$ cat config.mk
export PLATFORM = sky130hd
export DESIGN_NAME = distance_vector_route_table_core_flat
export DESIGN_NICKNAME = d
export VERILOG_FILES = /design/src/dvrt_pkg.sv /design/src/dvrt_if.sv /design/src/dvrt_ram.sv /design/src/dvrt_front.sv /design/src/dvrt_back.sv /design/src/distance_vector_route_table_core.sv /design/src/flat_wrapper.sv
export VERILOG_INCLUDE_DIRS = /design/src /design/src/src
export SDC_FILE = /design/constraint.sdc
export NUM_CORES = 1
export LEC_CHECK = 0
export ABC_AREA = 1
export ABC_CLOCK_PERIOD_IN_PS = 6300
export BUFFER_PORTS_ARGS = -buffer_cell sky130_fd_sc_hd__buf_2
export CAP_MARGIN = 20
export CORE_MARGIN = 3
export CORE_UTILIZATION = 49
export DETAILED_ROUTE_END_ITERATION = 12
export SETUP_SLACK_MARGIN = 0.05
export SLEW_MARGIN = 25
export SYNTH_ARGS = -nofsm -noshare
export SYNTH_HDL_FRONTEND = slang
export SYNTH_SLANG_ARGS = --single-unit
$ cat constraint.sdc
create_clock -name clk -period 6.3 [get_ports clk]
set_clock_uncertainty 0.15 [all_clocks]
set_input_delay 0.945 -clock clk [delete_from_list [all_inputs] [get_ports clk]]
set_output_delay 0.945 -clock clk [all_outputs]
set_load 0.02 [all_outputs]
$ cat src/assert_macros.svh
// Assertion macros shared by the route table RTL.
`ifndef ASSERT_MACROS_SVH
`define ASSERT_MACROS_SVH
// Implication checked at every clock edge outside reset.
`define ASSERT_IMPL(label, clk, rst_n, ante, cons) \
  label: assert property (@(posedge clk) disable iff (!rst_n) (ante) |-> (cons)) \
    else $error("assertion failed");
// Next-cycle implication checked outside reset.
`define ASSERT_NEXT(label, clk, rst_n, ante, cons) \
  label: assert property (@(posedge clk) disable iff (!rst_n) (ante) |=> (cons)) \
    else $error("assertion failed");
`endif

$ cat src/dvrt_pkg.sv
// Package: types and constants of the route table.
package dvrt_pkg;
  localparam logic [2:0] CMD_ADD     = 3'd0;
  localparam logic [2:0] CMD_DELETE  = 3'd1;
  localparam logic [2:0] CMD_TIMEOUT = 3'd2;
  localparam logic [2:0] CMD_UPDATE  = 3'd3;
  localparam logic [2:0] CMD_LOOKUP  = 3'd4;
  localparam logic [2:0] CMD_NOP     = 3'd7;

  localparam logic [1:0] ST_DONE    = 2'd0;
  localparam logic [1:0] ST_DUP     = 2'd1;
  localparam logic [1:0] ST_FULL    = 2'd2;
  localparam logic [1:0] ST_NOMATCH = 2'd3;

  localparam logic [4:0] HOP_INF   = 5'd16;
  localparam logic [7:0] TTL_FRESH = 8'hFF;
  localparam logic [31:0] MASK_RST = 32'hFFFF_FF00;

  typedef struct packed {
    logic [2:0]        cmd;
    logic [31:0]       key_ip;
    logic [31:0]       hop_ip;
    logic [4:0]        metric_in;
    logic signed [7:0] ttl_in;
  } req_t;

  typedef struct packed {
    logic [1:0]        status;
    logic [31:0]       route_dest;
    logic [31:0]       route_hop;
    logic [4:0]        route_metric;
    logic signed [7:0] route_ttl;
  } rsp_t;

  typedef struct packed {
    logic [31:0]       dest;
    logic [31:0]       hop;
    logic [4:0]        metric;
    logic signed [7:0] ttl;
  } entry_t;

  typedef enum logic [2:0] {
    S_IDLE, S_READ, S_SCAN, S_FIN, S_OUT
  } eng_state_t;
endpackage

$ cat src/dvrt_if.sv
// Valid/ready channel carrying one payload.
interface dvrt_if #(parameter type T = logic) (input logic clk);
  logic valid;
  logic ready;
  T     data;
  modport source (output valid, output data, input ready);
  modport sink   (input valid, input data, output ready);
endinterface

$ cat src/dvrt_ram.sv
// Generic RAM with one write port, one read port and registered read.
module dvrt_ram #(
  parameter int WIDTH = 8,
  parameter int DEPTH = 32
) (
  input  logic                     clk,
  input  logic                     we,
  input  logic [$clog2(DEPTH)-1:0] waddr,
  input  logic [WIDTH-1:0]         wdata,
  input  logic [$clog2(DEPTH)-1:0] raddr,
  output logic [WIDTH-1:0]         rdata
);
  logic [WIDTH-1:0] mem [DEPTH];
  always_ff @(posedge clk) begin
    if (we) mem[waddr] <= wdata;
    rdata <= mem[raddr];
  end
endmodule

$ cat src/dvrt_front.sv
// Front: takes requests, sanitizes the command, and queues them (2 deep).
module dvrt_front (
  input  logic           clk,
  input  logic           rst_n,
  input  logic           in_valid,
  output logic           in_ready,
  input  dvrt_pkg::req_t in_req,
  output logic           q_valid,
  input  logic           q_pop,
  output dvrt_pkg::req_t q_req
);
  import dvrt_pkg::*;
  req_t       slot_r [2];
  logic [1:0] cnt_r, cnt_nxt;
  logic       wp_r, rp_r;
  logic       push;
  req_t       cls;

  always_comb begin
    cls = in_req;
    // unused codes run as "no op" in the back end; clamp to a value it ignores
    if (in_req.cmd > CMD_LOOKUP) cls.cmd = CMD_NOP;
  end

  assign in_ready = (cnt_r != 2'd2);
  assign push     = in_valid && in_ready;
  assign q_valid  = (cnt_r != 2'd0);
  assign q_req    = slot_r[rp_r];
  assign cnt_nxt  = cnt_r + {1'b0, push} - {1'b0, q_pop && q_valid};

  always_ff @(posedge clk) begin
    if (!rst_n) begin
      cnt_r <= '0;
      wp_r  <= 1'b0;
      rp_r  <= 1'b0;
    end else begin
      cnt_r <= cnt_nxt;
      if (push) wp_r <= ~wp_r;
      if (q_pop && q_valid) rp_r <= ~rp_r;
    end
  end

  always_ff @(posedge clk) begin
    if (push) slot_r[wp_r] <= cls;
  end

  `include "assert_macros.svh"
  `ASSERT_IMPL(a_cnt_max, clk, rst_n, 1'b1, cnt_r <= 2'd2)
  `ASSERT_NEXT(a_push_cnt, clk, rst_n, push && !(q_pop && q_valid), cnt_r != 2'd0)
endmodule

$ cat src/dvrt_back.sv
// Back: sequential scan of the table in RAM, one entry per cycle.
module dvrt_back #(
  parameter int DEPTH = 32
) (
  input  logic           clk,
  input  logic           rst_n,
  input  logic [31:0]    mask,
  input  logic           q_valid,
  output logic           q_pop,
  input  dvrt_pkg::req_t q_req,
  output logic           out_valid,
  input  logic           out_ready,
  output dvrt_pkg::rsp_t out_rsp
);
  import dvrt_pkg::*;
  localparam int AW = $clog2(DEPTH);
  localparam int CW = $clog2(DEPTH + 1);

  eng_state_t st_r, st_nxt;
  req_t       req_r, req_nxt;
  rsp_t       rsp_r, rsp_nxt;
  logic [CW-1:0] cnt_r, cnt_nxt, ri_r, ri_nxt, wi_r, wi_nxt;
  logic       hit_r, hit_nxt;
  logic       we;
  logic [AW-1:0] waddr, raddr;
  entry_t     wdata, rdata, e;
  logic [CW-1:0] idx;

  dvrt_ram #(.WIDTH($bits(entry_t)), .DEPTH(DEPTH)) u_ram (
    .clk(clk), .we(we), .waddr(waddr), .wdata(wdata), .raddr(raddr), .rdata(rdata)
  );

  // read index ri_r is issued; data for ri_r-1 arrives in S_SCAN
  assign raddr = ri_r[AW-1:0];
  assign idx   = ri_r - CW'(1);
  assign out_valid = (st_r == S_OUT);
  assign out_rsp   = rsp_r;

  always_comb begin
    st_nxt = st_r; req_nxt = req_r; rsp_nxt = rsp_r; cnt_nxt = cnt_r;
    ri_nxt = ri_r; wi_nxt = wi_r; hit_nxt = hit_r;
    we = 1'b0; waddr = idx[AW-1:0]; wdata = rdata; e = rdata;
    q_pop = 1'b0;
    unique case (st_r)
      S_IDLE: begin
        if (q_valid) begin
          q_pop = 1'b1;
          req_nxt = q_req;
          rsp_nxt = '0;
          rsp_nxt.status = ST_NOMATCH;
          hit_nxt = 1'b0;
          ri_nxt = '0;
          wi_nxt = '0;
          st_nxt = S_READ;
        end
      end
      S_READ: begin
        if (ri_r >= cnt_r || req_r.cmd > CMD_LOOKUP) st_nxt = S_FIN;
        else begin
          ri_nxt = ri_r + CW'(1);
          st_nxt = S_SCAN;
        end
      end
      S_SCAN: begin
        unique case (req_r.cmd)
          CMD_ADD: if (e.dest == req_r.key_ip) hit_nxt = 1'b1;
          CMD_DELETE: begin
            if (e.dest == req_r.key_ip) hit_nxt = 1'b1;
            else begin
              we = 1'b1; waddr = wi_r[AW-1:0];
              wi_nxt = wi_r + CW'(1);
            end
          end
          CMD_TIMEOUT: if (e.hop == req_r.key_ip) begin
            hit_nxt = 1'b1; we = 1'b1; wdata.metric = HOP_INF;
          end
          CMD_UPDATE: if (e.hop == req_r.hop_ip && e.dest == req_r.key_ip) begin
            hit_nxt = 1'b1;
            if (req_r.metric_in >= 5'd17) begin
              we = 1'b1; wdata.metric = HOP_INF;
            end else if (e.metric > req_r.metric_in) begin
              we = 1'b1; wdata.metric = req_r.metric_in; wdata.ttl = TTL_FRESH;
            end
          end
          default: if (!hit_r && e.metric != 5'd0 &&
                       (e.dest & mask) == (req_r.key_ip & mask)) begin
            hit_nxt = 1'b1;
            rsp_nxt.route_dest = e.dest; rsp_nxt.route_hop = e.hop;
            rsp_nxt.route_metric = e.metric; rsp_nxt.route_ttl = e.ttl;
          end
        endcase
        if (ri_r >= cnt_r) st_nxt = S_FIN;
        else ri_nxt = ri_r + CW'(1);
      end
      S_FIN: begin
        st_nxt = S_OUT;
        unique case (req_r.cmd)
          CMD_ADD: begin
            if (hit_r) rsp_nxt.status = ST_DUP;
            else if (cnt_r == CW'(DEPTH)) rsp_nxt.status = ST_FULL;
            else begin
              we = 1'b1; waddr = cnt_r[AW-1:0];
              wdata.dest = req_r.key_ip; wdata.hop = req_r.hop_ip;
              wdata.metric = req_r.metric_in; wdata.ttl = req_r.ttl_in;
              cnt_nxt = cnt_r + CW'(1);
              rsp_nxt.status = ST_DONE;
            end
          end
          CMD_DELETE: begin
            cnt_nxt = wi_r;
            rsp_nxt.status = hit_r ? ST_DONE : ST_NOMATCH;
          end
          CMD_TIMEOUT, CMD_UPDATE, CMD_LOOKUP:
            rsp_nxt.status = hit_r ? ST_DONE : ST_NOMATCH;
          default: rsp_nxt.status = ST_NOMATCH;
        endcase
      end
      S_OUT: if (out_ready) st_nxt = S_IDLE;
      default: st_nxt = S_IDLE;
    endcase
  end

  always_ff @(posedge clk) begin
    if (!rst_n) begin
      st_r <= S_IDLE; cnt_r <= '0; hit_r <= 1'b0; ri_r <= '0; wi_r <= '0;
    end else begin
      st_r <= st_nxt; cnt_r <= cnt_nxt; hit_r <= hit_nxt; ri_r <= ri_nxt; wi_r <= wi_nxt;
    end
  end

  always_ff @(posedge clk) begin
    req_r <= req_nxt;
    rsp_r <= rsp_nxt;
  end

  `include "assert_macros.svh"
  `ASSERT_IMPL(a_cnt_rng, clk, rst_n, 1'b1, cnt_r <= CW'(DEPTH))
  `ASSERT_IMPL(a_wi_le_ri, clk, rst_n, st_r == S_SCAN, wi_r < ri_r)
endmodule

$ cat src/distance_vector_route_table_core.sv
// Top level of the RIP-style route table core.
// Each request (no-ops apart) scans the N entries currently held (max TABLE_DEPTH),
// one entry per cycle, through the table RAM (one write port, one read port).
// The back end serves one request at a time; a 2-deep request queue absorbs bursts.
// Reset (rst_n low, synchronous): table empty, queue empty, lookup_mask = 0xFFFFFF00.
module distance_vector_route_table_core #(
  parameter int TABLE_DEPTH = 32
) (
  input  logic  clk,
  input  logic  rst_n,
  dvrt_if.sink   in,
  dvrt_if.source out,
  dvrt_if.sink   cfg
);
  import dvrt_pkg::*;

  logic [31:0] mask_r;
  logic        q_valid, q_pop;
  req_t        q_req;

  // config channel always ready; user writes only while idle (core does not enforce it)
  assign cfg.ready = 1'b1;
  always_ff @(posedge clk) begin
    if (!rst_n) mask_r <= MASK_RST;
    else if (cfg.valid) mask_r <= cfg.data;
  end

  // front end: request queue
  dvrt_front u_front (
    .clk(clk), .rst_n(rst_n),
    .in_valid(in.valid), .in_ready(in.ready), .in_req(in.data),
    .q_valid(q_valid), .q_pop(q_pop), .q_req(q_req)
  );

  // back end: table scan engine with registered result
  dvrt_back #(.DEPTH(TABLE_DEPTH)) u_back (
    .clk(clk), .rst_n(rst_n), .mask(mask_r),
    .q_valid(q_valid), .q_pop(q_pop), .q_req(q_req),
    .out_valid(out.valid), .out_ready(out.ready), .out_rsp(out.data)
  );

  `include "assert_macros.svh"
  `ASSERT_NEXT(a_mask_wr, clk, rst_n, cfg.valid, mask_r == $past(cfg.data))
endmodule
$ cat src/flat_wrapper.sv
// flat-port wrapper written by rule: the top's interface ports become plain ports
module distance_vector_route_table_core_flat import dvrt_pkg::*;
#(
  parameter int TABLE_DEPTH = 32
)
  (clk, rst_n, in_valid, in_data, in_ready, out_valid, out_data, out_ready, cfg_valid, cfg_data, cfg_ready);
  dvrt_if in_i (.clk(clk));
  dvrt_if out_i (.clk(clk));
  dvrt_if cfg_i (.clk(clk));
  input  logic clk;
  input  logic rst_n;
  input wire logic [$bits(in_i.valid)-1:0] in_valid;
  input wire logic [$bits(in_i.data)-1:0] in_data;
  output wire logic [$bits(in_i.ready)-1:0] in_ready;
  output wire logic [$bits(out_i.valid)-1:0] out_valid;
  output wire logic [$bits(out_i.data)-1:0] out_data;
  input wire logic [$bits(out_i.ready)-1:0] out_ready;
  input wire logic [$bits(cfg_i.valid)-1:0] cfg_valid;
  input wire logic [$bits(cfg_i.data)-1:0] cfg_data;
  output wire logic [$bits(cfg_i.ready)-1:0] cfg_ready;
  assign in_i.valid = in_valid;
  assign in_i.data = in_data;
  assign in_ready = in_i.ready;
  assign out_valid = out_i.valid;
  assign out_data = out_i.data;
  assign out_i.ready = out_ready;
  assign cfg_i.valid = cfg_valid;
  assign cfg_i.data = cfg_data;
  assign cfg_ready = cfg_i.ready;
  distance_vector_route_table_core #(.TABLE_DEPTH(TABLE_DEPTH)) u_core (.clk(clk), .rst_n(rst_n), .in(in_i), .out(out_i), .cfg(cfg_i));
endmodule
# == Word-level counts from Yosys, hierarchy flattened ==
# Memories as Yosys holds them, arrays and structs flattened. A register that Yosys moved wholly into a read port is not among the register bits.
# Index checks and enable logic that the tools add are counted.
# word_totals
register_bits,132
ramBits,2466
inputBits,7
word_cells,142
mem_count,2
# op_classes
addsub,6
n_lt_le_gt_ge,4
eq_ne,28
n_mux,60
bitwise,4
n_reduce_logical,23
# memory_table
memory,depth,width,read_ports,rd_ports_with_merged_regs,wr,line_no,text
u_core.u_back.u_ram.mem,32,77,1,1,1,dvrt_ram.sv:13,logic [WIDTH-1:0] mem [DEPTH];
u_core.u_front.slot_r,2,1,1,1,1,dvrt_front.sv:13,req_t slot_r [2];
# op_table
cell,n
$mux W77,3
$eq A32 B32 Y1,4
$and A32 B32 Y32,2
$mux W64,1
$mux W6,7
$mux W5,7
$mux W13,2
$pmux W13 S2,1
$pmux W6 S2,2
$mux W1,23
$ne A2 B2 Y1 const B,10
$pmux W5 S2,2
$add A6 B1 Y6 const B,3
$pmux W6 S3,1
$mux W8,2
$reduce_and A4 Y1,4
$pmux W3 S5,1
$eq A3 B2 Y1 const B,4
$mux W3,3
$ne A3 B3 Y1 const B,3
$eq A3 B1 Y1 const B,2
$eq A6 B6 Y1 const B,1
$ge A6 B6 Y1,1
$logic_not A3 Y1,2
other kinds (23),34

# == Depth between registers and ports, before layout ==
# Gate-level depths: netlist of the first run.
# logic_depth
depth_word,8
ltp_mapped,16

# == Cells and area by module ==
# From an unflattened synthesis of the first run, not the netlist that was laid out.
# hier_totals
cells_unflattened,9712
area_unflattened_um2,116913.4
# modules_own_cells
module,n_inst,cells_per_inst,area_per_inst_um2,seq_area_each_um2
dvrt_ram,1,8133,100049.7,75532.4
dvrt_back,1,1275,10332.4,5215.0
dvrt_front,1,292,6446.2,4904.7
distance_vector_route_table_core,1,12,85.1,40.0

# == Least setup slack after synthesis of the first run ==
# No wires, ideal clock.
# synth_path
path_kind,register to register
startpoint,register u_core.u_back.ri_r[0]
endpoint,"memory u_core.u_back.u_ram.mem[28][0] in the netlist's numbering, enable pin"
setup_time_ns,0.464
t_arrival_ns,3.804
t_required_ns,5.686
path_slack_ns,1.881
path_stages_with_launch,13
n_path_buf,3
period_less_slack_ns,4.419
path_cell_list,dfxtp_1 -> inv_2 -> buf_4 -> buf_2 -> buf_2 -> ha_1 -> nand2_1 -> nand2_1 -> nand2_1 -> nand2_1 -> nand2_2 -> nand2_1 -> nor3_1
# synth_between
elab_chain_cells,5
word_cells_on_any_way,7
# synth_rtl
item,line_no,text
"start, declared",dvrt_back.sv:22,"logic [CW-1:0] cnt_r, cnt_nxt, ri_r, ri_nxt, wi_r, wi_nxt;"
"start signal, assigned",dvrt_back.sv:127,st_r <= st_nxt; cnt_r <= cnt_nxt; hit_r <= hit_nxt; ri_r <= ri_nxt; wi_r <= wi_nxt;
$sub A5 B1 Y5 (*),dvrt_back.sv:35,assign idx = ri_r - CW'(1);
$mux W5,dvrt_back.sv:100,else if (cnt_r == CW'(DEPTH)) rsp_nxt.status = ST_FULL;
$mux W5,dvrt_back.sv:99,if (hit_r) rsp_nxt.status = ST_DUP;
$mux W5,dvrt_back.sv:97,unique case (req_r.cmd)
$pmux W5 S2 (*),dvrt_back.sv:44,unique case (st_r)
"end, declared",dvrt_ram.sv:13,
# Every way passes the cells marked *; elsewhere a longest branch is shown, timed or not.

# == Final worst setup path of the first run ==
# layout_path
startpoint,register u_core.u_back.ri_r[0]
endpoint,"memory u_core.u_back.u_ram.mem[18][63] in the netlist's numbering, enable pin"
# Same word-level chain as after synthesis.

==> metrics.yaml, run 1 <==
outcome: "finished, final reports clean"
die_y_um: 309
placedCellCount: 4978
wl_per_cell_um: 22.6
yosys_warnings: 0
remaining_drc_errors: 0
clock_tree.buffer_depth: 3
r2r_setup_slack_ps: 2060
final_nets: 3938
grt_pass1_vias: 26800
netlist.area_leader.share_pct: 70.8
ctsResizeCount: 0
relSlewSlack_pct: 25.0
yosysUniqueCellTypes: 29
drt_pass1_iterations: 5
finalCriticalPeriod_ps: 4240
grt_pass1_wl_mm: 174
crit_type: "register to register"
postLayoutCellArea_sq_mm: 0.0506
grt_max_degree: 218
die_x_um: 309
grt.total_usage_pct: 24.7
synth_area_sq_mm: 0.0449
final_cells: 5194
r2r_cells: 8
cp-start-kind: "register"
wirelength_mm: 117
num-fill-cells: 7403
power_density_mw_per_mm2: 384
ys_ff_latch: 1113
drv_cap: 0
synthTopCellsByArea: "edfxtp_1 71%, nor2_1 7.4%, nand2_1 6.2%"
clockRootBuffer: "clkbuf_16"
die_area_sq_mm: 0.0954
dp_hpwl_mm: 59.5
syn_area_per_cell_sq_um: 11.5
end_kind: "register"
cp.required_ps: 6470
slew_viol_final: 0
final_util_pct: 56.0
placed_area_sq_mm: 0.0467
core.rowCount: 110
start_util_pct: 49.7
boundaryPins: 11
numCtsBuffers: 113
ir_drop_v: 0.000246
htreeDepth: 3
total_leakage_power_nw: 18.0
hold_buffers: 0
yosys.area.top_type: "edfxtp_1"
setup_violations: 0
clkSinkCount: 1113
crit_path_end: "u_core.u_back.u_ram.mem[18][63]"
reg2reg_to: "u_core.u_back.u_ram.mem[18][63]"
cp.arrival_ps: 4400
postCtsSetupBuffers: 0
worst_pin_slew_ps: 1120
route.antenna.remaining_nets: 0
avgViaCountPerCell: 5.52
power_mw: 19.5
synthCells: 3915
cts_tree: "built"
drive_above_1_share_pct: 8.66
core-area_sq_mm: 0.0904
rsz0062_at_grt: "no"
synth.net_count: 3934
fin_tns_setup_ps: 0
antenna_found_initial: 0
hold_path_class: "register to register"
area_delta_synth_final_pct: 12.7
worstSkewPairLatency_ps: 690
diodes: 0
startpoint: "u_core.u_back.ri_r[0]"
timing.fmax_mhz: 236
grt_overflow: 0
period_share_pct: 67.2
drtIter0Drc: 3105
final-hold-violation-count: 0
path_clk_slew_ps: 60
vias: 28700
gp_congestion: 0.772
ys_seq_area_share_pct: 73.2
r2r-start: "u_core.u_back.ri_r[0]"
portBuffers: 7
path_max_fanout: 158
-- synth_stat cells --
cell type / n
xnor2_1: 1
nand2_1: 748
nor2_4: 2
clkinv_1: 1
buf_1: 16
o21ai_0: 352
clkbuf_1: 78
nor2_2: 4
o21bai_1: 1
conb_1: 1
inv_2: 4
buf_4: 37
nor3_1: 10
nand3_1: 271
buf_8: 1
nand4_1: 13
nor2_1: 885
dfxtp_1: 53
nand2_2: 5
ha_1: 12
a21oi_1: 27
edfxtp_1: 1060
buf_6: 10
inv_1: 115
nand3_2: 4
buf_2: 80
xor2_1: 5
o21ai_1: 118
and3_1: 1
-- metrics by stage --
| stage | worst slack [ps] | hold WS (ps) |
|---|---|---|
| final | 2060 | 326 |
| after global routing | 1790 | 329 |
| after CTS | 1980 | 307 |
| after detailed placement | 2010 | 321 |
| after global placement | 2050 | 310 |
| after floorplan | 1880 | 294 |
-- state kept, by name, summed over array words and instances (netlist names), 2 cells and up --
register,count
u_core.u_back.st_r,3
u_core.u_front.slot_r,2
u_core.u_back.cnt_r,6
u_core.u_back.u_ram.mem,1056
u_core.u_front.cnt_r,2
u_core.u_back.ri_r,6
u_core.u_back.u_ram.rdata,33
-- power breakdown --
part           switching, mW  total, mW  internal, mW
clock                   2.81       6.91          4.09
sequential            0.0989       9.15          9.05
combinational           2.56       3.40         0.835
total                   5.47       19.5          14.0
-- routing by layer --
layer,vias up,global-route usage (%),part of all wire [%]
met5,-,0,0
li1,13500,-,-
met1,14100,35.3,44
met3,173,3.18,6.9
met2,933,40.1,47
met4,0,7.19,2.5
-- cell usage in the layout (no fill, tap or decap), types with 6 or more instances in the layout --
cell type,n
buf_12,12
nor2_4,36
nand2_1,748
edfxtp_1,1060
nand4_1,13
nor3_1,6
clkbuf_8,16
clkinv_2,21
o21ai_0,351
buf_2,7
o21ai_1,119
nor2_1,851
ha_1,12
dfxtp_1,50
buf_16,11
bufinv_16,11
clkbuf_1,28
clkinv_1,11
nand3_1,271
buf_4,81
clkbuf_16,119
a21oi_1,27
inv_1,114
-- cell families (layout without fill, tap and decap cells) --
logic type | after synthesis | count (layout) | synth area share [%]
buf+inv | 342 | 445 | 3.58
flops | 1113 | 1113 | 73.2
xor+xnor | 6 | 6 | 0.117
fa+ha+maj | 12 | 12 | 0.334
other cells | 1 | 1 | 0.00834
compound gates | 498 | 498 | 5.55
simple gates | 1943 | 1943 | 17.2
-- how the worst min path moves through the flow --
| stage | startpoint | end | slack [ps] | cells after the start |
|---|---|---|---|---|
| 5_1_grt | in_data | u_core.u_front.slot_r[0] | 330 | 1 |
| 3_5_place_dp | u_core.u_front.cnt_r[1] | u_core.u_front.cnt_r[1] | 320 | 1 |
| 6_report | u_core.u_front.cnt_r[1] | u_core.u_front.cnt_r[1] | 330 | 1 |
| 2_1_floorplan | u_core.u_front.cnt_r[1] | u_core.u_front.cnt_r[1] | 290 | 1 |
| 3_3_place_gp | u_core.u_front.cnt_r[1] | u_core.u_front.cnt_r[1] | 310 | 1 |
| 4_1_cts | in_data | u_core.u_front.slot_r[1] | 310 | 1 |
-- cell type report --
class                           instances  area [sq um]  share of cell area (%)
Clock buffer                          163          3300                    6.52
Clock inverter                         51           587                    1.16
Inverter                              120           464                   0.916
Multi-Input combinational cell       2460         10700                    21.2
Sequential cell                      1113         32900                    65.0
Tap cell                             1176          1470                    2.91
Timing Repair Buffer                  111          1190                    2.34
-- critical path: stages, from the launching register on --
cell	delay (ps)
dfxtp_4	470
inv_8	610
ha_1	350
xnor2_1	130
nand2_1	80
nand2_2	270
nand3_1	370
nor2_4	840
buf_4	510
Note: power is estimated with default switching activity, not from simulation.
==> run 2: changes to the inputs <==
--- a/config.mk
+++ b/config.mk
@@ -6,8 +6,8 @@
 export SDC_FILE = /design/constraint.sdc
 export NUM_CORES = 1
 export LEC_CHECK = 0
-export ABC_AREA = 1
-export ABC_CLOCK_PERIOD_IN_PS = 6300
+export ABC_AREA = 0
+export ABC_CLOCK_PERIOD_IN_PS = 4100
 export BUFFER_PORTS_ARGS = -buffer_cell sky130_fd_sc_hd__buf_2
 export CAP_MARGIN = 20
 export CORE_MARGIN = 3
==> constraint.sdc (replaced) <==
create_clock -name clk -period 4.1 [get_ports clk]
set_clock_uncertainty 0.15 [all_clocks]
set_input_delay 0.615 -clock clk [delete_from_list [all_inputs] [get_ports clk]]
set_output_delay 0.615 -clock clk [all_outputs]
set_load 0.02 [all_outputs]
==> metrics.yaml, run 2 <==
final_cell_mix: "1060 x edfxtp_1, 214 x mux4_2, 111 x clkbuf_16"
drtIter0Drc: 2129  # -31%
cp_top_family: "simple AND/OR/NAND/NOR gates"
synthCells: 2119  # -46%
yosysUniqueCellTypes: 52  # +79%
cp_slowest_cell: "a21bo_2"
whs_path_depth: 3  # +2
whs_endpoint: "u_core.u_back.st_r[2]"
grt_pass1_wl_mm: 149  # -14%
fin_tns_setup_ps: 0  # unchanged
core-area_sq_mm: 0.0859  # -4.9%
final_nets: 2264  # -43%
route.antenna.remaining_nets: 0  # unchanged
netlist.area_leader.share_pct: 74.4  # +3.5 points
yosys.area.top_type: "edfxtp_1"
placedCellCount: 3273  # -34%
timing.fmax_mhz: 282  # +20%
reg2reg_to: "u_core.u_back.u_ram.mem[19][61]"
largest-register: "u_core.u_back.u_ram.mem"
worst_pin_slew_ps: 1020  # -107 ps
cts_tree: "built"
syn_area_per_cell_sq_um: 20.2  # +76%
hold_path_class: "input pin to register"
grt.total_usage_pct: 22.8  # -1.9 points
end_kind: "register"
cp.required_ps: 4280  # -2190 ps
final_util_pct: 56.7  # +0.71 points
synth.most_common_cell: "edfxtp_1"
ys_top_cells_by_count: "1060 x edfxtp_1, 214 x mux4_2, 90 x mux2_2, 85 x nand2_1, 66 x a21oi_1"
outcome: "finished, final reports clean"
clkSinkCount: 1113  # unchanged
start_util_pct: 49.8  # +0.10 points
numCtsBuffers: 111  # -1.8%
wl_per_cell_um: 29.2  # +29%
vias: 21100  # -26%
power_density_mw_per_mm2: 491  # +28%
cp-start-kind: "register"
total_leakage_power_nw: 15.0  # -16%
portBuffers: 7  # unchanged
die_y_um: 302  # -2.4%
worst_path_largest_cell_delay_ps: 490  # -350 ps
slew_viol_final: 0  # unchanged
yosys_warnings: 0  # unchanged
final-hold-violation-count: 0  # unchanged
period_share_pct: 86.4  # +19 points
grt_overflow: 0  # unchanged
cp.arrival_ps: 3720  # -680 ps
path_clk_slew_ps: 60  # about the same
crit_type: "register to register"
rsz0062_at_grt: "no"
grt_pass1_vias: 21500  # -20%
finalCriticalPeriod_ps: 3540  # -693 ps
grt_max_degree: 131  # -40%
ir_drop_v: 0.000399  # +62%
setup_violations: 0  # unchanged
r2r_setup_slack_ps: 560  # -1510 ps
htreeDepth: 3  # unchanged
synth_area_sq_mm: 0.0428  # -4.7%
drt_pass1_iterations: 5  # unchanged
path_buf_inv: 3  # +1
wirelength_mm: 102  # -13%
ys_async_sr_fraction_pct: 0  # unchanged
ctsResizeCount: 0  # unchanged
reg.largest.list: "u_core.u_back.u_ram.mem (1056), u_core.u_back.u_ram.rdata (33)"
die_x_um: 302  # -2.4%
synthTopCellsByArea: "edfxtp_1 74%, mux4_2 11%, dfxtp_1 2.5%"
largest_register_ffs: 1056  # unchanged
boundaryPins: 11  # unchanged
worstSkewPairLatency_ps: 680  # about the same
synth_edf_count: 1060  # unchanged
worstHoldStart: "out_ready"
avgViaCountPerCell: 6.06  # +9.7%
ys_ff_latch: 1113  # unchanged
area_delta_synth_final_pct: 13.9
remaining_drc_errors: 0  # unchanged
whs_ps: 132  # -193 ps
final_cells: 3486  # -33%
core.rowCount: 107  # -2.7%
ys_seq_area_share_pct: 76.8  # +3.6 points
r2r-start: "u_core.u_back.cnt_r[1]"
power_mw: 23.9  # +23%
startpoint: "u_core.u_back.cnt_r[1]"
final_common_cell: "edfxtp_1"
die_area_sq_mm: 0.0910  # -4.7%
r2r_cells: 9  # +1
synth-main-ff-cell: "edfxtp_1"
cp_cell_sequence: "inv_1 -> ha_1 -> nor4b_1 -> a21bo_2 -> and2_1 -> a32oi_2 -> buf_4 -> nor4_4 -> buf_12"
drv_cap: 0  # unchanged
antenna_found_initial: 1  # +1
gp_congestion: 0.788  # +2.0%
drive_above_1_share_pct: 27.5  # +19 points
dp_hpwl_mm: 56.7  # -4.7%
relSlewSlack_pct: 32.1  # +7.1 points
synth.net_count: 2138  # -46%
clock_tree.buffer_depth: 3  # unchanged
path_max_fanout: 33  # -79%
clockRootBuffer: "clkbuf_16"
==> run 2: cell count changes after synthesis, sizes merged, moves of 28 or more <==
cell / change
nand3: -264
mux4: +214
mux2: +90
nor2: -833
a221oi: +28
inv: -105
mux2i: +41
a21oi: +39
o22ai: +30
and2: +48
o21ai: -408
nand2: -668
buf: -64
clkbuf: -40
==> run 2: worst max path at each step <==
stage / slack [ps] / cells after the start / to
after floorplan: -110 / 11 / u_core.u_back.u_ram.mem[25][0]
after global placement: 580 / 9 / u_core.u_back.u_ram.mem[9][56]
after detailed placement: 550 / 9 / u_core.u_back.u_ram.mem[1][66]
after CTS: 510 / 9 / u_core.u_back.u_ram.mem[1][72]
after global routing: 270 / 9 / u_core.u_back.u_ram.mem[9][0]
final: 560 / 9 / u_core.u_back.u_ram.mem[19][61]
==> run 2: cells by family after synthesis <==
logic type	synth area share (%)
DFF	76.8
adders and majority gates	0.351
AOI/OAI and AO/OA	3.67
muxes	14.6
other	0.00876
xor gates and xnor gates	0.225
and+or+nand+nor	2.91
buffers and inverters	1.42
==> run 2: layout make-up <==
class	instances	area, sq um
Antenna cell	1	2.50
Clock buffer	145	2990
Clock inverter	64	636
Fill cell	6426	37200
Inverter	14	52.6
Multi-Input combinational cell	874	9580
Sequential cell	1113	32900
Tap cell	1144	1430
Timing Repair Buffer	131	1150
==> run 2: report_power, final <==
group	leakage (nW)	switching (mW)	internal (mW)	total [mW]
Clock	1.78	4.20	5.82	10.0
Combinational	3.26	0.779	0.273	1.05
Sequential	9.99	0.0672	12.8	12.9
==> run 2: what timing repair did <==
action | CTS | global route
setup buffers | 0 | 0
hold endpoints to repair | 2 | 0
setup endpoints to repair | 0 | 0
hold buffers | 1 | 0
==> run 2: worst min-delay path, stage by stage <==
cell and delay (ps):
buf_2 90, o22ai_1 50, and2_1 150
==> run 2: metrics by stage <==
| step | cell area (sq um) | setup WS [ps] |
|---|---|---|
| after floorplan | 42900 | -112 |
| after global placement | 45100 | 579 |
| after detailed placement | 45100 | 548 |
| after CTS | 48700 | 508 |
| after global routing | 48700 | 272 |
| final | 48800 | 558 |
==> run 2: layer usage <==
layer,share of wire [%],GRT usage (%)
met1,44,34.1
met4,2.4,6.21
met5,0,0
met3,6.7,3.53
met2,47,35.2
